<file path="src/sv/dtdiff_pkg.sv">
// Shared types, widths and calendar helper functions for the date difference block.
package dtdiff_pkg;

  localparam int unsigned DAY_W        = 5;
  localparam int unsigned MON_W        = 4;
  localparam int unsigned YEAR_W       = 14;
  localparam int unsigned YY_W         = 15;   // year + offset, March-based
  localparam int unsigned Q_W          = 9;    // quotient of a 13-bit value by 25
  localparam int unsigned MOFF_W       = 9;    // days before a month, March-based
  localparam int unsigned DN_W         = 23;   // day number from the epoch
  localparam int unsigned DIFF_W       = 23;
  localparam int unsigned WD_W         = 3;
  localparam int unsigned YEAR_OFFSET  = 400;
  localparam int unsigned DEF_MAX_YEAR = 9999;
  localparam int unsigned RECIP25      = 5243; // ceil(2^17 / 25)
  localparam int unsigned RECIP25_SH   = 17;
  localparam int unsigned WD_BIAS      = 3;    // day number + 3 mod 7 gives 0 = Sunday

  typedef struct packed {
    logic s1;
    logic s2;
    logic s3;
    logic s4;
  } pipe_en_t;

  typedef struct packed {
    logic              valid;
    logic [WD_W-1:0]   wd;
    logic [DN_W-1:0]   dn;
  } lane_res_t;

  // floor(x / 25), exact for every 13-bit x
  function automatic logic [Q_W-1:0] div25(input logic [12:0] x);
    logic [25:0] p;
    p = 26'(x) * 26'(RECIP25);
    return Q_W'(p >> RECIP25_SH);
  endfunction

  // days from March 1 to the first of the month
  function automatic logic [MOFF_W-1:0] month_offset(input logic [MON_W-1:0] m);
    logic [MOFF_W-1:0] r;
    unique case (m)
      4'd3:    r = 9'd0;
      4'd4:    r = 9'd31;
      4'd5:    r = 9'd61;
      4'd6:    r = 9'd92;
      4'd7:    r = 9'd122;
      4'd8:    r = 9'd153;
      4'd9:    r = 9'd184;
      4'd10:   r = 9'd214;
      4'd11:   r = 9'd245;
      4'd12:   r = 9'd275;
      4'd1:    r = 9'd306;
      4'd2:    r = 9'd337;
      default: r = 9'd0;
    endcase
    return r;
  endfunction

  function automatic logic [DAY_W-1:0] month_len(input logic [MON_W-1:0] m,
                                                 input logic leap);
    logic [DAY_W-1:0] r;
    unique case (m)
      4'd4, 4'd6, 4'd9, 4'd11: r = 5'd30;
      4'd2:                    r = leap ? 5'd29 : 5'd28;
      default:                 r = 5'd31;
    endcase
    return r;
  endfunction

  // mod 7 by folding octal digits (8 = 1 mod 7)
  function automatic logic [WD_W-1:0] mod7(input logic [DN_W-1:0] x);
    logic [23:0] xe;
    logic [5:0]  s1;
    logic [3:0]  s2;
    logic [3:0]  s3;
    xe = 24'(x);
    s1 = '0;
    for (int i = 0; i < 8; i++) begin
      s1 = s1 + 6'(xe[3*i +: 3]);
    end
    s2 = 4'(s1[2:0]) + 4'(s1[5:3]);
    s3 = 4'(s2[2:0]) + 4'(s2[3]);
    return (s3 >= 4'd7) ? WD_W'(s3 - 4'd7) : WD_W'(s3);
  endfunction

endpackage

</file>
<file path="src/sv/dtdiff_lane.sv">
// One date lane: validity check, day number and weekday over three stages.
module dtdiff_lane #(
  parameter int unsigned MAX_YEAR = dtdiff_pkg::DEF_MAX_YEAR
) (
  input  logic                            clk,
  input  dtdiff_pkg::pipe_en_t            en,
  input  logic [dtdiff_pkg::DAY_W-1:0]    day,
  input  logic [dtdiff_pkg::MON_W-1:0]    month,
  input  logic [dtdiff_pkg::YEAR_W-1:0]   year,
  output dtdiff_pkg::lane_res_t           res
);
  import dtdiff_pkg::*;

  localparam logic [YEAR_W-1:0] MaxYearW = YEAR_W'(MAX_YEAR);

  // stage 1: March-based year and quotients by 100 and 400
  logic [DAY_W-1:0]  day_s1_r,  day_s1_nxt;
  logic [MON_W-1:0]  mon_s1_r,  mon_s1_nxt;
  logic [YEAR_W-1:0] year_s1_r, year_s1_nxt;
  logic [YY_W-1:0]   yy_s1_r,   yy_s1_nxt;
  logic [Q_W-1:0]    q100_s1_r, q100_s1_nxt;
  logic [Q_W-1:0]    q400_s1_r, q400_s1_nxt;
  logic [Q_W-1:0]    qy_s1_r,   qy_s1_nxt;

  always_comb begin
    day_s1_nxt  = day;
    mon_s1_nxt  = month;
    year_s1_nxt = year;
    yy_s1_nxt   = YY_W'(year) + YY_W'(YEAR_OFFSET) - ((month <= 4'd2) ? 15'd1 : 15'd0);
    q100_s1_nxt = div25(yy_s1_nxt[YY_W-1:2]);
    q400_s1_nxt = div25(13'(yy_s1_nxt[YY_W-1:4]));
    qy_s1_nxt   = div25(13'(year[YEAR_W-1:2]));
  end

  always_ff @(posedge clk) begin
    if (en.s1) begin
      day_s1_r  <= day_s1_nxt;
      mon_s1_r  <= mon_s1_nxt;
      year_s1_r <= year_s1_nxt;
      yy_s1_r   <= yy_s1_nxt;
      q100_s1_r <= q100_s1_nxt;
      q400_s1_r <= q400_s1_nxt;
      qy_s1_r   <= qy_s1_nxt;
    end
  end

  // stage 2: leap year, validity, day number
  logic            valid_s2_r, valid_s2_nxt;
  logic [DN_W-1:0] dn_s2_r,    dn_s2_nxt;
  logic            cent;
  logic            leap;
  logic [23:0]     dn_sum;

  always_comb begin
    cent = (year_s1_r[YEAR_W-1:2] == 12'({3'b0, qy_s1_r} * 12'd25));
    leap = (year_s1_r[1:0] == 2'b00) && (!cent || (qy_s1_r[1:0] == 2'b00));
    valid_s2_nxt = (mon_s1_r >= 4'd1) && (mon_s1_r <= 4'd12) && (day_s1_r != '0) &&
                   (year_s1_r <= MaxYearW) && (day_s1_r <= month_len(mon_s1_r, leap));
    dn_sum = 24'(yy_s1_r) * 24'd365 + 24'(yy_s1_r[YY_W-1:2]) + 24'(q400_s1_r)
           + 24'(month_offset(mon_s1_r)) + 24'(day_s1_r) - 24'd1 - 24'(q100_s1_r);
    dn_s2_nxt = dn_sum[DN_W-1:0];
  end

  always_ff @(posedge clk) begin
    if (en.s2) begin
      valid_s2_r <= valid_s2_nxt;
      dn_s2_r    <= dn_s2_nxt;
    end
  end

  // stage 3: weekday
  lane_res_t res_s3_r, res_s3_nxt;

  always_comb begin
    res_s3_nxt.valid = valid_s2_r;
    res_s3_nxt.dn    = dn_s2_r;
    res_s3_nxt.wd    = mod7(dn_s2_r + DN_W'(WD_BIAS));
  end

  always_ff @(posedge clk) begin
    if (en.s3) begin
      res_s3_r <= res_s3_nxt;
    end
  end

  assign res = res_s3_r;

endmodule

</file>
<file path="src/sv/dtdiff_merge.sv">
// Merge stage: signed difference with saturation, zeroing on invalid dates.
module dtdiff_merge (
  input  logic                                 clk,
  input  dtdiff_pkg::pipe_en_t                 en,
  input  dtdiff_pkg::lane_res_t                res_a,
  input  dtdiff_pkg::lane_res_t                res_b,
  output logic signed [dtdiff_pkg::DIFF_W-1:0] day_difference,
  output logic [dtdiff_pkg::WD_W-1:0]          weekday_a,
  output logic [dtdiff_pkg::WD_W-1:0]          weekday_b,
  output logic                                 valid_a,
  output logic                                 valid_b
);
  import dtdiff_pkg::*;

  logic signed [DIFF_W-1:0] diff_r, diff_nxt;
  logic [WD_W-1:0]          wa_r, wa_nxt;
  logic [WD_W-1:0]          wb_r, wb_nxt;
  logic                     va_r, vb_r;
  logic [DN_W:0]            raw;
  logic                     both;

  always_comb begin
    both = res_a.valid && res_b.valid;
    raw  = {1'b0, res_b.dn} - {1'b0, res_a.dn};
    if (raw[DN_W] != raw[DN_W-1]) begin
      // overflow: clamp to the signed limits
      diff_nxt = raw[DN_W] ? {1'b1, {(DIFF_W-1){1'b0}}} : {1'b0, {(DIFF_W-1){1'b1}}};
    end else begin
      diff_nxt = raw[DIFF_W-1:0];
    end
    if (!both) begin
      diff_nxt = '0;
    end
    wa_nxt = both ? res_a.wd : '0;
    wb_nxt = both ? res_b.wd : '0;
  end

  always_ff @(posedge clk) begin
    if (en.s4) begin
      diff_r <= diff_nxt;
      wa_r   <= wa_nxt;
      wb_r   <= wb_nxt;
      va_r   <= res_a.valid;
      vb_r   <= res_b.valid;
    end
  end

  assign day_difference = diff_r;
  assign weekday_a      = wa_r;
  assign weekday_b      = wb_r;
  assign valid_a        = va_r;
  assign valid_b        = vb_r;

endmodule

</file>
<file path="src/sv/date_difference_weekday.sv">
// Pipeline: an accepted input transaction passes 3 lane stages + merge before output valid.
// Throughput: one date pair per cycle while out_stall is low; every stage is a register with its own valid bit.
// Each stage loads when empty or when the next stage drains, so bubbles close up under stall.
// Reset (rst_n low, synchronous) empties all stages; payload registers are not reset.
// Two lanes, one per date, run in parallel; the merge stage forms the difference.
module date_difference_weekday #(
  parameter int unsigned MAX_YEAR = dtdiff_pkg::DEF_MAX_YEAR
) (
  input  logic                                 clk,
  input  logic                                 rst_n,
  input  logic                                 in_valid,
  output logic                                 in_stall,
  input  logic [dtdiff_pkg::DAY_W-1:0]         in_day_a,
  input  logic [dtdiff_pkg::MON_W-1:0]         in_month_a,
  input  logic [dtdiff_pkg::YEAR_W-1:0]        in_year_a,
  input  logic [dtdiff_pkg::DAY_W-1:0]         in_day_b,
  input  logic [dtdiff_pkg::MON_W-1:0]         in_month_b,
  input  logic [dtdiff_pkg::YEAR_W-1:0]        in_year_b,
  output logic                                 out_valid,
  input  logic                                 out_stall,
  output logic signed [dtdiff_pkg::DIFF_W-1:0] out_day_difference,
  output logic [dtdiff_pkg::WD_W-1:0]          out_weekday_a,
  output logic [dtdiff_pkg::WD_W-1:0]          out_weekday_b,
  output logic                                 out_valid_a,
  output logic                                 out_valid_b
);
  import dtdiff_pkg::*;

  // stage occupancy
  logic v1_r, v1_nxt;
  logic v2_r, v2_nxt;
  logic v3_r, v3_nxt;
  logic v4_r, v4_nxt;   // output register

  // a stage can take data when it is empty or its content moves on this cycle
  logic rdy1, rdy2, rdy3, rdy4;
  pipe_en_t en;

  always_comb begin
    rdy4 = !v4_r || !out_stall;
    rdy3 = !v3_r || rdy4;
    rdy2 = !v2_r || rdy3;
    rdy1 = !v1_r || rdy2;

    en.s1 = rdy1 && in_valid;
    en.s2 = rdy2 && v1_r;
    en.s3 = rdy3 && v2_r;
    en.s4 = rdy4 && v3_r;

    v1_nxt = rdy1 ? in_valid : v1_r;
    v2_nxt = rdy2 ? v1_r     : v2_r;
    v3_nxt = rdy3 ? v2_r     : v3_r;
    v4_nxt = rdy4 ? v3_r     : v4_r;
  end

  always_ff @(posedge clk) begin
    if (!rst_n) begin
      v1_r <= 1'b0;
      v2_r <= 1'b0;
      v3_r <= 1'b0;
      v4_r <= 1'b0;
    end else begin
      v1_r <= v1_nxt;
      v2_r <= v2_nxt;
      v3_r <= v3_nxt;
      v4_r <= v4_nxt;
    end
  end

  assign in_stall  = !rdy1;
  assign out_valid = v4_r;

  lane_res_t res_a, res_b;

  // lane for the first date
  dtdiff_lane #(.MAX_YEAR(MAX_YEAR)) u_lane_a (
    .clk   (clk),
    .en    (en),
    .day   (in_day_a),
    .month (in_month_a),
    .year  (in_year_a),
    .res   (res_a)
  );

  // lane for the second date
  dtdiff_lane #(.MAX_YEAR(MAX_YEAR)) u_lane_b (
    .clk   (clk),
    .en    (en),
    .day   (in_day_b),
    .month (in_month_b),
    .year  (in_year_b),
    .res   (res_b)
  );

  // combine both lanes into the result transaction
  dtdiff_merge u_merge (
    .clk            (clk),
    .en             (en),
    .res_a          (res_a),
    .res_b          (res_b),
    .day_difference (out_day_difference),
    .weekday_a      (out_weekday_a),
    .weekday_b      (out_weekday_b),
    .valid_a        (out_valid_a),
    .valid_b        (out_valid_b)
  );

endmodule
</file>
<file path="config.mk">
export PLATFORM = sky130hd
export DESIGN_NAME = date_difference_weekday
export DESIGN_NICKNAME = d
export VERILOG_FILES = /design/src/sv/dtdiff_pkg.sv /design/src/sv/dtdiff_lane.sv /design/src/sv/dtdiff_merge.sv /design/src/sv/date_difference_weekday.sv
export SDC_FILE = /design/constraint.sdc
export NUM_CORES = 2
export LEC_CHECK = 0
export BUFFER_PORTS_ARGS = -buffer_cell sky130_fd_sc_hd__buf_4
export CORE_ASPECT_RATIO = 1.2
export CORE_MARGIN = 3
export CORE_UTILIZATION = 49
export CTS_CLUSTER_SIZE = 8
export DETAILED_ROUTE_END_ITERATION = 7
export PLACE_DENSITY_LB_ADDON = 0.05
export SYNTH_ARGS = -nofsm -noshare
export SYNTH_HDL_FRONTEND = slang
export SYNTH_SLANG_ARGS = --single-unit
export TNS_END_PERCENT = 30
</file>
<file path="constraint.sdc">
create_clock -name clk -period 8.5 [get_ports clk]
set_input_delay 1.7 -clock clk [delete_from_list [all_inputs] [get_ports clk]]
set_output_delay 1.7 -clock clk [all_outputs]
set_load 0.005 [all_outputs]
</file>
# Yosys cells after proc, flatten, opt, wreduce, memory -nomap -nowiden
# Memory sizes are Yosys's and may differ from the RTL's. A register that Yosys moved wholly into a read port is not among the register bits.
# Index checks and enable logic that the tools add are counted.
# op_classes
order_cmp	12
n_reduce_logical	37
mul	10
muxes	12
add_sub_neg	39
eq_ne	13
# op_table
op	n
6-bit by 3-bit adder with 6-bit output	10
13-bit by 13-bit multiplier with 26-bit output, second input constant	2
12-bit by 13-bit multiplier with 25-bit output, second input constant	2
11-bit by 13-bit multiplier with 24-bit output, second input constant	2
23-bit by 13-bit adder with 23-bit output	2
23-bit by 2-bit adder with 23-bit output, second input constant	2
23-bit by 5-bit adder with 23-bit output	2
23-bit by 7-bit adder with 23-bit output	2
23-bit by 9-bit adder with 23-bit output	2
15-bit by 9-bit multiplier with 23-bit output, second input constant	2
23-bit 2-to-1 mux	2
23-bit by 1-bit subtractor with 23-bit output, second input constant	2
23-bit by 9-bit subtractor with 23-bit output	2
14-bit by 9-bit adder with 15-bit output, second input constant	2
15-bit subtractor	2
14-bit less-or-equal comparator, second input constant	2
12-bit == test	2
8-bit by 5-bit multiplier with 12-bit output, second input constant	2
23-bit by 23-bit subtractor with 24-bit output	1
5-bit case mux with 2 select lines	2
3-bit by 3-bit adder with 4-bit output	4
4-bit by 3-bit == test with 1-bit output, second input constant	4
4-bit == test, second input constant	4
1-bit logical AND	15
other kinds (18)	49
# word_totals
memories	2
inputBits	50
elab_cells	158
romBits	288
ff_bits	261
# memory_table
memory	depth	width	read_ports	rd_clocked_by_memory_dff	write_ports	line	rtl
(name not given)	16	9	1	1	0	dtdiff_pkg.sv:42	unique case (m)
(name not given)	16	9	1	1	0	dtdiff_pkg.sv:42	

# Logic depth before layout (Yosys ltp)
# logic_depth
depth_word	12
mapped_depth	34
mapped_depth_nobuf	34

# By module
# From an unflattened synthesis, not the netlist that was laid out.
# hier_totals
cells_unflattened	3806
hier_area_um2	40403.8
# by_module_without_submodules
module	cells_per_inst	n_inst	area_per_inst_um2	seq_area_each_um2
dtdiff_lane at u_lane_b	1757	1	18800.5	3573.4
dtdiff_lane at u_lane_a	1746	1	18743.0	3573.4
dtdiff_merge	284	1	2686.3	930.9
date_difference_weekday	19	1	173.9	80.1

# Worst setup path before layout
# OpenSTA, ideal clock, no wires.
# synth_timing
path_type	in2reg
from	input in_month_a[1] (netlist name)
to	register u_lane_a.q100_s1_r[8] (data pin)
stages	31
arrival_time_ps	8958
n_path_buf	0
setup_time_ps	260
setup_slack_ps	-717
t_required_ps	8240
path_cell_list	a211oi_1 ha_1 inv_1 ha_1 fa_1 a21o_1 a21oi_1 o21ai_0 a211oi_1 o21ai_0 a21oi_1 o21ai_0 xnor2_1 inv_1 fa_1 inv_1 ha_1 fa_1 fa_1 inv_1 fa_1 inv_1 ha_1 and2_1 o21ai_0 o31ai_1 o31a_1 and4_1 a2111oi_0 o21bai_1 xnor2_1
# synth_via
elab_chain_cells	4
# synth_rtl
item	line	rtl
start: declaration	date_difference_weekday.sv:14	input logic [dtdiff_pkg::MON_W-1:0] in_month_a,
4-bit by 2-bit less-or-equal comparator with 1-bit output	dtdiff_lane.sv:29	yy_s1_nxt = YY_W'(year) + YY_W'(YEAR_OFFSET) - ((month <= 4'd2) ? 15'd1 : 15'd0);
1-bit 2-to-1 mux	dtdiff_lane.sv:29	
15-bit subtractor	dtdiff_lane.sv:29	
net u_lane_a.yy_s1_nxt[13]	dtdiff_lane.sv:20	logic [YY_W-1:0] yy_s1_r, yy_s1_nxt;
13-bit by 13-bit multiplier with 26-bit output	dtdiff_pkg.sv:35	p = 26'(x) * 26'(RECIP25);
net u_lane_a.q100_s1_nxt[8]	dtdiff_lane.sv:21	logic [Q_W-1:0] q100_s1_r, q100_s1_nxt;
end signal: assignment	dtdiff_lane.sv:41	q100_s1_r <= q100_s1_nxt;
end: declaration	dtdiff_lane.sv:21	
# The timed path passes the listed nets, and every way through them passes these cells.
# A chain may end at the register's enable or synchronous reset.

# Worst setup path after layout
# layout_timing
from	input in_month_a[1] (netlist name)
to	register u_lane_a.q400_s1_r[3] (data pin)
# layout_via
elab_chain_cells	4
# layout_rtl
item	line	rtl
4-bit by 2-bit less-or-equal comparator with 1-bit output	dtdiff_lane.sv:29	
1-bit 2-to-1 mux	dtdiff_lane.sv:29	
15-bit subtractor	dtdiff_lane.sv:29	
net u_lane_a.yy_s1_nxt[9]	dtdiff_lane.sv:20	
11-bit by 13-bit multiplier with 24-bit output	dtdiff_pkg.sv:35	
net u_lane_a.q400_s1_nxt[3]	dtdiff_lane.sv:22	logic [Q_W-1:0] q400_s1_r, q400_s1_nxt;
end signal: assignment	dtdiff_lane.sv:42	q400_s1_r <= q400_s1_nxt;
end: declaration	dtdiff_lane.sv:22	
# The timed path passes the listed nets, and every way through them passes these cells.

==> run_results.csv <==
group,metric,value,unit
clock_tree,hold_buffers,0,
route,post_drt_wl_per_cell,16.9,um
final_layout,multi_input_area,0.0279,mm2
worst_hold_path,worstHoldStart,"u_lane_a.valid_s2_r$_DFFE_PP_",
logic_synthesis,synth.distinct_cells,68,
logic_synthesis,avgSynthCellArea,10.8,um2
timing,period_needed,8.24,ns
die,start_util,0.495,
route,avgViaCountPerCell,5.07,
final_layout,drive_gt1_frac,0.111,
logic_synthesis,synth_edf_count,257,
timing,finClkSkew,0.0420,ns
clock_tree,htreeDepth,2,
final_layout,area_delta_synth_final,13.4,%
critical_path,worst_r2r_path_depth,27,
timing,worstMarginPinSlew,1.06,ns
timing,hold_violations,0,
global_route,overflow,0,
critical_path,cp_slowest_stage_delay,0.56,ns
worst_hold_path,worstHoldPathType,"reg2reg",
critical_path,crit_family,"adder cells",
clock_tree,cts.sink_count,279,
route,wirelength,85400,um
critical_path,worstSetupStartpoint,"in_month_a[1]",
final_layout,fin_util,0.562,
run,cap_violations,0,
logic_synthesis,yosys.area.top_type,"ha_1",
worst_hold_path,whs_path_depth,0,
logic_synthesis,yosys_register_bits,279,
logic_synthesis,async_flop_share,0,
logic_synthesis,ys_top_cells_by_area,"ha_1, fa_1, edfxtp_1",
route,drt_pass1_iterations,7,
clock_tree,clk_latency,0.59,ns
die,pin_count,83,
critical_path,path_class,"in2reg",
global_route,first_global_vias,28181,
critical_path,cp_max_fo,3,
logic_synthesis,synth_seq_area_share,0.207,
timing,slew_headroom,0.290,
clock_tree,cts_made_buffers,42,
die,fp.dieW,265,um
run_status,status,"complete, no violations",
global_route,grt_pass1_wl,143000,um
final_layout,fin_nets,5391,
global_route,grt_usage,0.214,
timing,fmax,121,MHz
die,die_h,316,um
placed_design,hpwlAfterDp,74800,um
critical_path,endpoint_kind,"register",
timing,final-max-slew-violation-count,0,
critical_path,crit_arrival,8.57,ns
final_layout,final_cells,5060,
logic_synthesis,synth_warnings,0,
logic_synthesis,ys.flop_type,"edfxtp_1",
global_route,grt_max_degree,85,
critical_path,slowest_stage,"fa_1",
clock_tree,cts_tree,"built",
logic_synthesis,synthCells,3659,
final_layout,seqCellArea,0.00816,mm2
critical_path,rr_startpoint,"u_lane_a.dn_s2_r[0]$_DFFE_PP_",
die,row_count,113,
die,dieArea,0.0838,mm2
route,remaining_drc_errors,0,
clock_tree,clock-root-buffer,"clkbuf_16",
placed_design,globalplace.congestion,0.880,
timing,fin_crit_sh,0.969,
route,via_count,25645,
critical_path,worst-path-stages,31,
timing,setup_viol,0,
placed_design,place_inst,4983,
timing,tns,0,ns
logic_synthesis,synth_nets,5049,
critical_path,required,8.83,ns
route,ant_nets,0,
clock_tree,clk_path_buf_depth,3,
logic_synthesis,syn_area,0.0394,mm2
die,core_region_area,0.0795,mm2
final_layout,fillers,6956,
critical_path,worst-path-buf-inv,8,
clock_tree,path_clk_slew,0.05,ns
logic_synthesis,synth_top_cell_area_share,0.263,
critical_path,cp-start-kind,"primary input",
placed_design,portBuffers,82,
global_route,antenna_found_initial,3,
route,drtIter0Drc,966,
-- cells in the final DEF (no fill, tap or decap), types with 31 or more instances in the layout --
master / Yosys / routed
a21o_1: 68 / 68
a21oi_1: 110 / 99
nand3_1: 35 / 35
nor2_1: 91 / 90
clkbuf_16: 0 / 42
buf_4: 0 / 300
fa_1: 513 / 510
o21ai_0: 95 / 84
xor2_1: 71 / 69
xnor2_1: 150 / 144
edfxtp_1: 257 / 257
nand2_1: 73 / 73
inv_1: 973 / 966
ha_1: 827 / 820
nor3_1: 35 / 31
-- cell usage after synthesis, types with 8 or more instances --
| cell type | count |
|---|---|
| o31ai_1 | 14 |
| nand2b_1 | 27 |
| and4_1 | 11 |
| a211oi_1 | 11 |
| o211ai_1 | 14 |
| inv_1 | 973 |
| mux2i_1 | 8 |
| nor2_1 | 91 |
| nand3_1 | 35 |
| or3_1 | 8 |
| nand2_1 | 73 |
| fa_1 | 513 |
| edfxtp_1 | 257 |
| xor2_1 | 71 |
| xnor2_1 | 150 |
| dfxtp_1 | 22 |
| o21a_1 | 24 |
| a21oi_1 | 110 |
| ha_1 | 827 |
| nor3_1 | 35 |
| or2_2 | 9 |
| nor2b_1 | 22 |
| o21bai_1 | 11 |
| and2_1 | 11 |
| nor4_1 | 14 |
| and3_1 | 19 |
| o21ai_0 | 95 |
| nand4_1 | 30 |
| a21o_1 | 68 |
-- area by class of cell --
cell class,instances,share of cell area
multi-input cells,2399,0.626
flip-flops and latches,279,0.183
inverters,973,0.0819
repair buffers,306,0.0530
well taps,1035,0.0290
clock buffers,61,0.0254
clock inverters,6,0.00188
diodes,1,0.0000561
-- worst paths after layout --
check	slack, ns	to
setup / recovery	0.26	u_lane_a.q400_s1_r[3]$_DFFE_PP_
hold / removal	0.42	u_lane_a.res[26]$_DFFE_PP_
setup reg to reg	1.30	u_lane_a.res[24]$_DFFE_PP_
hold reg to reg	0.42	u_lane_a.res[26]$_DFFE_PP_
-- timing repair --
action | CTS | global route
setup endpoints to repair | 12 | 26
gates resized for setup | 10 | 53
buffers inserted | 0 | 9
gates cloned | 0 | 0
pin swaps | 4 | 43
-- cells by family (layout without fill, tap and decap cells) --
family,after synthesis,count (layout),synth area share
buf+inv,981,1346,0.0936
fa+ha+maj,1340,1340,0.524
flops,279,279,0.207
compound gates,430,430,0.0717
other cells,0,1,0
xor+xnor,221,221,0.0492
simple gates,398,398,0.0519
mux,10,10,0.00261
-- per-stage QoR --
stage          cell area (um2)  hold WS [ns]  setup WS (ns)
2_1_floorplan            39500         0.400        -0.0151
3_3_place_gp             43100         0.412         -0.712
3_5_place_dp             43100         0.412         -0.888
4_1_cts                  44300         0.427       0.000682
5_1_grt                  44600         0.443        -0.0535
6_report                 44600         0.422          0.264
-- worst reg2reg max path, delay by kind of cell (launching register included) --
kind            cells  cell delay (ns)
fa+ha+maj          10             3.41
simple gates        6             1.34
compound gates      5             0.91
flops               1             0.44
mux                 1             0.38
buf+inv             4             0.27
xor+xnor            1             0.20
-- flip-flops by register name (all words and copies together) (netlist names), 9 cells and up, named ones only --
register and count:
u_lane_a.year_s1_r 14, u_merge.day_difference 23, u_lane_b.year_s1_r 14, u_lane_b.res 27
u_lane_b.q100_s1_r 9, u_lane_b.dn_s2_r 23, u_lane_b.yy_s1_r 15, u_lane_a.dn_s2_r 23
u_lane_a.q100_s1_r 9, u_lane_a.res 27, u_lane_a.yy_s1_r 15
-- layer usage --
metal  GRT usage  share of wire  vias up
met5           0        0.00015        -
met2       0.381           0.50      310
met3      0.0251          0.030      117
li1            -              -    12605
met1       0.279           0.45    12611
met4      0.0524          0.024        2
Power is left out: the tool's default activity adds up to more than one toggle a clock period on the data nets, which glitch-free logic cannot reach.
